### src/sv/rgbds_pkg.sv
`timescale 1ns / 1ps
// Package for the RGBA8 gamma-correct 2x2 box downsampler.
// Holds the word types, the fixed-point width constants and the gamma table builder.
package rgbds_pkg;

  localparam int LINEAR_FRACTION_BITS_DEF = 8;
  localparam int LIN_INT_BITS             = 18;
  localparam int LIN_ENTRY_BITS           = 64;
  localparam int SEARCH_ROUNDS            = 40;

  typedef logic [255:0][LIN_ENTRY_BITS-1:0] lin_tab_t;

  typedef struct packed {
    logic [31:0] top_left_pixel;
    logic [31:0] top_right_pixel;
    logic [31:0] bottom_left_pixel;
    logic [31:0] bottom_right_pixel;
  } in_word_t;

  typedef struct packed {
    logic [7:0] red;
    logic [7:0] green;
    logic [7:0] blue;
    logic [7:0] alpha;
  } out_word_t;

  // floor(v^2.2 * 2^fbits): largest t with t^5 <= v^11 * 2^(5*fbits)
  function automatic logic [LIN_ENTRY_BITS-1:0] lin_entry(input int unsigned v,
                                                          input int unsigned fbits);
    logic [191:0]                target;
    logic [191:0]                pw;
    logic [LIN_ENTRY_BITS-1:0]   lo;
    logic [LIN_ENTRY_BITS-1:0]   hi;
    logic [LIN_ENTRY_BITS-1:0]   mid;
    logic [191:0]                vx;
    logic [191:0]                mx;
    target = 192'd1;
    vx     = 192'(v);
    for (int i = 0; i < 11; i++) begin
      target = target * vx;
    end
    target = target << (5 * fbits);
    lo = '0;
    hi = LIN_ENTRY_BITS'(1) << (LIN_INT_BITS + fbits);
    for (int r = 0; r < SEARCH_ROUNDS; r++) begin
      if (hi - lo > LIN_ENTRY_BITS'(1)) begin
        mid = lo + ((hi - lo) >> 1);
        mx  = 192'(mid);
        pw  = 192'd1;
        for (int i = 0; i < 5; i++) begin
          pw = pw * mx;
        end
        if (pw <= target) begin
          lo = mid;
        end else begin
          hi = mid;
        end
      end
    end
    return lo;
  endfunction

  function automatic lin_tab_t lin_table(input int unsigned fbits);
    lin_tab_t t;
    for (int v = 0; v < 256; v++) begin
      t[v] = lin_entry(v, fbits);
    end
    return t;
  endfunction

endpackage

### src/sv/rgbds_acc.sv
`timescale 1ns / 1ps
// Accumulate stage: sums the four linear values of each color channel.
// Uses rgbds_pkg for width constants.
module rgbds_acc #(
  parameter int LINEAR_FRACTION_BITS = rgbds_pkg::LINEAR_FRACTION_BITS_DEF,
  localparam int LW = rgbds_pkg::LIN_INT_BITS + LINEAR_FRACTION_BITS,
  localparam int SW = LW + 2
) (
  input  logic          clk,
  input  logic          en,
  input  logic [LW-1:0] lin [4][3],
  input  logic [2:0]    cnt_in,
  input  logic [7:0]    alpha_in,
  output logic [SW-1:0] sum [3],
  output logic [2:0]    cnt,
  output logic [7:0]    alpha
);

  logic [SW-1:0] sum_next [3];

  always_comb begin
    for (int c = 0; c < 3; c++) begin
      sum_next[c] = SW'(lin[0][c]) + SW'(lin[1][c]) + SW'(lin[2][c]) + SW'(lin[3][c]);
    end
  end

  always_ff @(posedge clk) begin
    if (en) begin
      sum   <= sum_next;
      cnt   <= cnt_in;
      alpha <= alpha_in;
    end
  end

endmodule

### config.mk
export PLATFORM = sky130hd
export DESIGN_NAME = rgbds_acc
export DESIGN_NICKNAME = d
export VERILOG_FILES = /design/src/sv/rgbds_pkg.sv /design/src/sv/rgbds_acc.sv
export SDC_FILE = /design/constraint.sdc
export NUM_CORES = 1
export LEC_CHECK = 0
export BUFFER_PORTS_ARGS = -buffer_cell sky130_fd_sc_hd__buf_2
export CORE_AREA = 3 3 162 164
export DETAILED_ROUTE_END_ITERATION = 16
export DIE_AREA = 0 0 165 167
export GPL_TIMING_DRIVEN = 0
export PLACE_DENSITY_LB_ADDON = 0.2
export SLEW_MARGIN = 10
export SYNTH_ARGS = -nofsm -noshare
export SYNTH_HDL_FRONTEND = slang
export SYNTH_SLANG_ARGS = --single-unit
### constraint.sdc
create_clock -name clk -period 5.05 [get_ports clk]
set_clock_uncertainty 0.15 [all_clocks]
set_input_delay 0.7575 -clock clk [delete_from_list [all_inputs] [get_ports clk]]
set_output_delay 0.7575 -clock clk [all_outputs]
set_load 0.02 [all_outputs]
# Word level (Yosys, flattened, before mapping)
# Cells that the tools add are included.
# word_totals
register_bits	95
latch_bits	0
ramBits	0
mem_bits_ro	0
in_bits	325
out_inout_bits	95
word_cells	14
mem_count	0
# op_classes
add_sub_neg	9
multipliers	0
div	0
magnitude_cmp	0
eq_ne	0
n_shift	0
n_mux	0
bitwise	0
reduce_logical	0
# op_table
op	count
adder 27 x 26 -> 28 bit	3
adder 28 x 26 -> 28 bit	3
adder 26 x 26 -> 27 bit	3

# Longest topological paths before layout
# Gate-level depths: netlist (run 1).
# depth
depth_word	3
ltp_mapped	14
ltp_nobuf	14

# Worst setup path before layout (run 1)
# No wires, ideal clock.
# synth_path
path_kind	input to register
from	input port lin[65] (netlist name)
to	register sum[82] (netlist name) (data pin)
setup_ns	0.262
arrival_ns	3.615
t_required_ns	4.638
path_slack_ns	1.023
stages	12
path_buffers	0
cell_sequence	inv_1 fa_1 fa_1 inv_1 ha_1 a21o_1 o21bai_1 a221o_1 a31oi_1 o21ai_1 a211oi_2 mux2_1
# synth_lines
item	line	text
start: declaration	rgbds_acc.sv:11	input logic [LW-1:0] lin [4][3],
end signal: assignment	rgbds_acc.sv:29	sum <= sum_next;
end: declaration	rgbds_acc.sv:14	output logic [SW-1:0] sum [3],

==> results of run 1 <==
==> layout make-up <==
type	count	area, um2
clock inverters	7	52.6
well taps	330	413
multi-input cells	664	6840
flip-flops and latches	95	2850
repair buffers	420	2130
diodes	1	2.50
fillers	2279	10800
clock buffers	9	225
inverters	440	1650
plain buffers	16	63.8
==> metal layers <==
layer  global-route usage, %  part of all wire (%)  vias to the layer above
li1                        -                     -                     4627
met1                    24.3                    40                     4336
met2                    35.2                    51                      280
met3                    3.11                   6.6                       37
met4                    6.75                   2.6                        2
met5                       0                 0.047                        -
==> power by group through the flow <==
stage	clock network (W)	logic, W	registers, W
finish	0.000663	0.00359	0.00145
global route	0.000724	0.00403	0.00148
CTS	0.000693	0.00362	0.00145
detailed placement	0	0.00361	0.00147
global placement	0	0.00357	0.00145
floorplan	0	0.00210	0.00192
==> cell usage in the layout (no fill, tap or decap), types with 19 or more instances in the layout <==
master	count
xnor2_1	39
nor2_1	41
o21ai_0	35
edfxtp_1	95
nand2_1	41
a21o_1	30
fa_1	156
ha_1	81
nand4_1	19
xor2_1	30
a21oi_1	58
inv_1	440
buf_2	419
==> state kept, by name, summed over array words and instances, names as in the netlist <==
| signal | cells |
|---|---|
| sum | 84 |
| alpha | 8 |
| cnt | 3 |
==> metrics by stage <==
stage	hold slack (ns)	total power [W]
4_1_cts	0.412	0.00577
3_5_place_dp	0.786	0.00507
2_1_floorplan	0.706	0.00402
5_1_grt	0.421	0.00624
6_report	0.434	0.00570
3_3_place_gp	0.784	0.00502
==> cell families (layout without fill, tap and decap cells) <==
group                    after synthesis  in the layout  synth area share, %
AND/OR/NAND/NOR                      143            143                 5.98
multiplexers                           1              1               0.0987
XOR/XNOR                              69             69                 5.30
other                                  0              1                    0
adder cells (fa/ha/maj)              237            237                 36.3
buffers and inverters                456            892                 15.0
AO/OA/AOI/OAI                        214            214                 12.3
flip-flops                            95             95                 25.0
==> worst max-delay path, stage by stage <==
cell and delay, ns:
buf_2 0.11, fa_1 0.50, fa_1 0.50, ha_1 0.17, inv_1 0.07, fa_1 0.45, nor2b_1 0.19, o211ai_1 0.13
a31oi_1 0.31, a31oi_1 0.24, o31ai_1 0.50, a221o_1 0.24, a21o_1 0.11
==> final timing paths <==
check / start / end / slack [ns] / depth (start not counted)
worst max-delay path: lin[27] / sum[55] / 0.82 / 13
worst min-delay path: alpha_in[2] / alpha[2] / 0.43 / 1
==> impl_metrics.yaml, run 1 <==
pwr:
  peakVddDrop_v: 0.000180
  pwr-share-clk_pct: 11.6
  pwr-share-seq_pct: 25.4
  intPower_w: 0.00313
  pwr-share-comb_pct: 63.0
  cellPowerDensity_mw_per_mm2: 401
  switchingPower_w: 0.00258
  swShare_pct: 45.2
  p_leak_nw: 7.92
sta:
  fmax_mhz: 237
  final_hold_viol_count: 0
  timing.final.ws_setup_ns: 0.823
  setup_tns_ns: 0
  rsz0062_at_grt: "no"
  setup_viol: 0
  worstMarginPinSlew_ns: 0.529
  finalCritPeriodShare_pct: 83.7
  min_period_ns: 4.23
  slew_headroom_pct: 64.7
  finalMaxSlewViolations: 0
global_routing:
  grt_pass1_vias: 9330
  grt_max_degree: 62
  track_usage_pct: 19.8
  antenna_found_initial: 2
  globalRouteOverflowTotal: 0
  grt_pass1_wl_um: 43700
floorplanning:
  dieArea_mm2: 0.0276
  dieWidth_um: 165
  core_mm2: 0.0250
  ios: 420
  die_y_um: 167
  row_count: 58
  initial_core_util_pct: 45.6
route:
  wl_per_cell_um: 13.9
  viasPerCell: 4.68
  initialDrtViolationCount: 320
  vias: 9282
  ant_nets: 0
  drc_errors: 0
  drt_wl_total_um: 27500
  drtPass1Iterations: 5
yosys:
  syn_area_mm2: 0.0114
  synth_flop_cell: "edfxtp_1"
  synth_commonest_cells: "440 x inv_1, 156 x fa_1, 95 x edfxtp_1, 81 x ha_1, 58 x a21oi_1"
  synth.top_cell.area_share_pct: 27.4
  syn_inst: 1215
  yosys.cell_types.count: 53
  ys_ff_latch: 95
  synth_edf_count: 95
  ys_seq_area_share_pct: 25.0
  avgSynthCellArea_um2: 9.39
  netlist_top_cells_area: "fa_1 27%, edfxtp_1 25%, inv_1 14%"
  yosysMostFrequentCell: "inv_1"
  async_flop_share_pct: 0
  yosys_warnings: 0
  synth_nets: 1777
  yosys.area.top_type: "fa_1"
cells_and_area:
  stdcell_area_mm2: 0.0142
  drive_above_1_share_pct: 27.2
  fin_util_pct: 56.8
  final-instance-count-excl-fill: 1982
  area_growth_pct: 24.7
  nets: 2208
placement:
  dpl.cell_count: 1965
  dp_hpwl_um: 24300
  portBuffers: 419
  place_area_mm2: 0.0140
  dp_worst_setup_slack_ns: 0.503
  place_congestion: 0.843
cts:
  htree_levels: 3
  clock_sinks: 95
  cts_buffer_depth: 2
  cts.clk_slew.worst_paths_ns: 0.07
  tritoncts: "yes"
  root_buffer: "clkbuf_16"
  post_cts_buffers: 0
  cts_buffers: 9
  cts_resized: 0
  cts_hold_buf: 0
outcome:
  outcome: "finished, final reports clean"
worst_setup_path:
  startpoint_type: "input port"
  crit_required_ns: 5.11
  cp_data_arrival_time_ns: 4.29
  critical_path_class: "input port to register"
  cp_max_fo: 3
  critPathCaptureType: "register"
job:
  maxCapViolations: 0
hold_path:
  hold_class: "input port to register"
No activity file was read; power rests on OpenSTA's default activity.
==> run 2: changes to the inputs <==
- clock period: 5.05 -> 4 ns (I/O delays scaled with it)
==> run 2 against run 1 <==
  * Non-clock buffer count increased by 5
  * Highest routed layer unchanged
  * Largest cell class unchanged
  * Sequential share of layout area decreased by 0.18 points
  * First-iteration DRC count increased by 16%
==> impl_metrics.yaml, run 2 (same netlist as run 1, synthesis figures left out) <==
outcome:
  outcome: "finished, final reports clean"
sta:
  fmax_mhz: 259
  finalCritPeriodShare_pct: 96.5
  setup_tns_ns: 0
  setup_viol: 0
  worstMarginPinSlew_ns: 0.503
  finalMaxSlewViolations: 0
  min_period_ns: 3.86
  slew_headroom_pct: 66.5
  final_hold_viol_count: 0
global_routing:
  antenna_found_initial: 2
  track_usage_pct: 19.8
  globalRouteOverflowTotal: 0
  grt_pass1_wl_um: 43700
  grt_pass1_vias: 9330
  grt_max_degree: 62
worst_setup_path:
  critPathCaptureType: "register"
  crit_required_ns: 4.06
  startpoint_type: "input port"
  critical_path_class: "input port to register"
  cp_data_arrival_time_ns: 3.92
  cp_max_fo: 3
cts:
  cts.clk_slew.worst_paths_ns: 0.08
  cts_hold_buf: 0
  clock_sinks: 95
  cts_buffers: 9
  cts_buffer_depth: 2
  htree_levels: 3
  tritoncts: "yes"
  root_buffer: "clkbuf_16"
cells_and_area:
  register_area_mm2: 0.00285
  final_common_cell: "inv_1"
  top_regs: "sum (84), alpha (8), cnt (3)"
  area_growth_pct: 25.8
  fillers: 2260
  nets: 2213
  largest_register_ffs: 84
  stdcell_area_mm2: 0.0144
  drive_above_1_share_pct: 28.1
  regMostFlops: "sum"
  fin_util_pct: 57.4
  multi_input_area_mm2: 0.00693
  final_cell_mix: "440 x inv_1, 419 x buf_2, 156 x fa_1"
  final-instance-count-excl-fill: 1987
floorplanning:
  core_mm2: 0.0250
  row_count: 58
  ios: 420
  die_y_um: 167
  initial_core_util_pct: 45.6
  dieArea_mm2: 0.0276
  dieWidth_um: 165
pwr:
  peakVddDrop_v: 0.000229
  cellPowerDensity_mw_per_mm2: 509
  p_leak_nw: 7.95
job:
  maxCapViolations: 0
placement:
  dpl.cell_count: 1965
  place_congestion: 0.843
  portBuffers: 419
  place_area_mm2: 0.0140
  dp_hpwl_um: 24300
route:
  drtPass1Iterations: 5
  wl_per_cell_um: 14.0
  vias: 9358
  viasPerCell: 4.71
  initialDrtViolationCount: 372
  drc_errors: 0
  drt_wl_total_um: 27800
  ant_nets: 0
hold_path:
  hold_class: "input port to register"
run 2: changes by cell type in the layout (fill, tap and decap cells not counted), moves of 2 or more:
cell	change
a311oi_4	+2
a31oi_1	-3
nor2b_1	-2
a31oi_2	+3
buf_4	+5
a21oi_1	-2
o31ai_1	-2
a311oi_2	-2
o31ai_2	+2
nor2b_2	+2
run 2: per-stage QoR:
step           hold slack (ns)  setup WS [ns]  total power [W]
2_1_floorplan            0.549          0.130          0.00507
3_3_place_gp             0.627         -0.383          0.00634
3_5_place_dp             0.629         -0.389          0.00640
4_1_cts                  0.255         0.0333          0.00729
5_1_grt                  0.264        -0.0384          0.00798
6_report                 0.275          0.140          0.00731
run 2: worst max-delay path, stage by stage:
cell,delay [ns]
buf_2,0.11
fa_1,0.50
fa_1,0.50
ha_1,0.17
inv_1,0.07
fa_1,0.45
nor2b_1,0.19
o211ai_1,0.14
a31oi_2,0.23
a31oi_1,0.23
o31ai_2,0.40
a221o_1,0.22
a21o_1,0.11
run 2: power breakdown:
part | internal (W) | switching, W
logic | 0.00184 | 0.00281
registers | 0.00173 | 0.0000956
clock network | 0.000430 | 0.000410
run 2: area by class of cell:
type / count / share of cell area [%]
Sequential cell: 95 / 19.9
Multi-Input combinational cell: 664 / 48.3
Inverter: 440 / 11.5
Clock buffer: 9 / 1.57
Buffer: 16 / 0.444
Timing Repair Buffer: 425 / 15.1
Antenna cell: 1 / 0.0174
Tap cell: 330 / 2.88
Clock inverter: 7 / 0.366
run 2: worst paths after layout:
path	start	to	slack, ns	cells after the start
worst min-delay path	alpha_in[2]	alpha[2]	0.27	1
worst max-delay path	lin[27]	sum[55]	0.14	13
run 2: per-layer routing:
| metal | vias to the layer above | global-route usage [%] | wire length (um) |
|---|---|---|---|
| met5 | - | 0 | 13 |
| met4 | 2 | 6.75 | 745 |
| met3 | 42 | 3.11 | 1850 |
| met2 | 287 | 35.3 | 14100 |
| met1 | 4397 | 24.3 | 11000 |
| li1 | 4630 | - | - |
run 2: what timing repair did:
action                                  in CTS  in global routing
buffers inserted                             0                  5
resized for setup                            1                 14
endpoints found under the setup margin       1                 17
pin swaps                                    0                  6
==> run 3: changes to the inputs <==
--- a/config.mk
+++ b/config.mk
@@ -8,2 +8,3 @@
 export BUFFER_PORTS_ARGS = -buffer_cell sky130_fd_sc_hd__buf_2
+export CAP_MARGIN = 30
 export CORE_AREA = 3 3 162 164
@@ -12,3 +13,3 @@
 export GPL_TIMING_DRIVEN = 0
-export PLACE_DENSITY_LB_ADDON = 0.2
+export PLACE_DENSITY = 0.8
 export SLEW_MARGIN = 10
==> constraint.sdc (replaced) <==
create_clock -name clk -period 4 [get_ports clk]
set_clock_uncertainty 0.15 [all_clocks]
set_input_delay 0.8 -clock clk [delete_from_list [all_inputs] [get_ports clk]]
set_output_delay 0.8 -clock clk [all_outputs]
set_load 0.02 [all_outputs]
==> run 3 against run 2 <==
  * The run now ends with setup timing left
  * Cell count rose by 1.5%
  * Routed wire length rose by 7.9%
  * Clock-buffer cell count rose by 1
  * Die area did not move
  * Setup slack got worse by 0.16 ns
  * Final area rose by 3.8%
  * First-iteration DRC count rose by 19%
  * Total power rose by 7.4%
  * Fmax fell by 3.9%
  * Largest cell class unchanged
==> impl_metrics.yaml, run 3 (same netlist as run 1, synthesis figures left out) <==
global_routing:
  antenna_found_initial: 4
  globalRouteOverflowTotal: 0
  grt_pass1_vias: 9897
  track_usage_pct: 21.0
  grt_pass1_wl_um: 46000
  grt_max_degree: 61
outcome:
  outcome: "finished, violations left"
  violations: "setup timing"
sta:
  hold_slack_ns: 0.473
  rsz0062_at_grt: "yes"
  setup_viol: 4
  final_hold_viol_count: 0
  finalCritPeriodShare_pct: 100
  timing.final.ws_setup_ns: -0.0162
  finalMaxSlewViolations: 0
  min_period_ns: 4.02
  fmax_mhz: 249
  slew_headroom_pct: 55.7
  worstMarginPinSlew_ns: 0.658
worst_setup_path:
  critPathCaptureType: "register"
  cp_data_arrival_time_ns: 3.95
  critical_path_class: "input port to register"
  path_cells: "buf_6, inv_2, fa_1, inv_2, fa_2, ha_4, nor2b_4, o211ai_1, a31oi_2, or2_4, a311oi_4, buf_6, o31ai_4, xnor2_1"
  critPathSlowestCell: "fa_2"
  max_stage_delay_ns: 0.60
  worst-path-buf-inv: 4
  startpoint_type: "input port"
  crit_required_ns: 3.94
  critical-path-top-delay-family: "adder cells"
  cp_max_fo: 4
job:
  maxCapViolations: 0
route:
  viasPerCell: 4.84
  ant_nets: 0
  initialDrtViolationCount: 444
  vias: 9748
  drt_wl_total_um: 30000
  wl_per_cell_um: 14.9
  drc_errors: 0
  drtPass1Iterations: 4
pwr:
  p_leak_nw: 8.13
  peakVddDrop_v: 0.000269
  cellPowerDensity_mw_per_mm2: 527
placement:
  portBuffers: 419
  dp_worst_setup_slack_ns: -0.626
  place_area_mm2: 0.0140
  place_congestion: 0.864
  dp_hpwl_um: 25200
cts:
  root_buffer: "clkbuf_16"
  cts_hold_buf: 0
  clock_sinks: 95
  cts.clk_slew.worst_paths_ns: 0.08
  cts_buffer_depth: 2
  cts_buffers: 9
  tritoncts: "yes"
  htree_levels: 3
cells_and_area:
  final_common_cell: "inv_1"
  fin_util_pct: 59.5
  final_cell_mix: "432 x inv_1, 412 x buf_2, 151 x fa_1"
  nets: 2240
  stdcell_area_mm2: 0.0149
  regMostFlops: "sum"
  largest_register_ffs: 84
  area_growth_pct: 30.6
  top_regs: "sum (84), alpha (8), cnt (3)"
  drive_above_1_share_pct: 31.9
floorplanning:
  ios: 420
  dieWidth_um: 165
  row_count: 58
  die_y_um: 167
  initial_core_util_pct: 45.6
  core_mm2: 0.0250
  dieArea_mm2: 0.0276
hold_path:
  hold_class: "input port to register"
run 3: final timing paths:
check | startpoint | endpoint | depth (start not counted)
worst max-delay path | lin[185] | sum[49] | 14
worst min-delay path | alpha_in[2] | alpha[2] | 1
run 3: layout make-up:
cell class,instances,area [um2]
Timing Repair Buffer,454,2430
Tap cell,330,413
Clock buffer,10,229
Sequential cell,95,2850
Multi-Input combinational cell,664,7200
Clock inverter,5,58.8
Buffer,14,57.6
Antenna cell,4,10.0
Fill cell,2070,10100
Inverter,440,1650
run 3: repair_timing:
item,CTS,global route
endpoints found under the setup margin,20,26
resized for setup,38,47
setup buffers,25,10
pin swaps,28,37
run 3: metal layers:
| layer | up-vias | wire [um] | global-route usage (%) |
|---|---|---|---|
| li1 | 4693 | - | - |
| met1 | 4627 | 11300 | 24.1 |
| met2 | 374 | 15600 | 38.3 |
| met5 | - | 0 | 0 |
| met4 | 0 | 954 | 7.73 |
| met3 | 54 | 2100 | 3.96 |
run 3: report_power, final:
group | leakage (nW) | total [W] | switching (W) | internal, W
Combinational | 7.07 | 0.00513 | 0.00304 | 0.00209
Clock | 0.135 | 0.000877 | 0.000393 | 0.000484
Sequential | 0.930 | 0.00184 | 0.000107 | 0.00173
run 3: metrics by stage:
stage | setup TNS (ns) | instances | power [W]
2_1_floorplan | -0.0845 | 1215 | 0.00508
3_3_place_gp | -12.90 | 1964 | 0.00634
3_5_place_dp | -15.02 | 1965 | 0.00647
4_1_cts | -0.0506 | 2003 | 0.00763
5_1_grt | -0.447 | 2016 | 0.00846
6_report | -0.0246 | 2016 | 0.00785
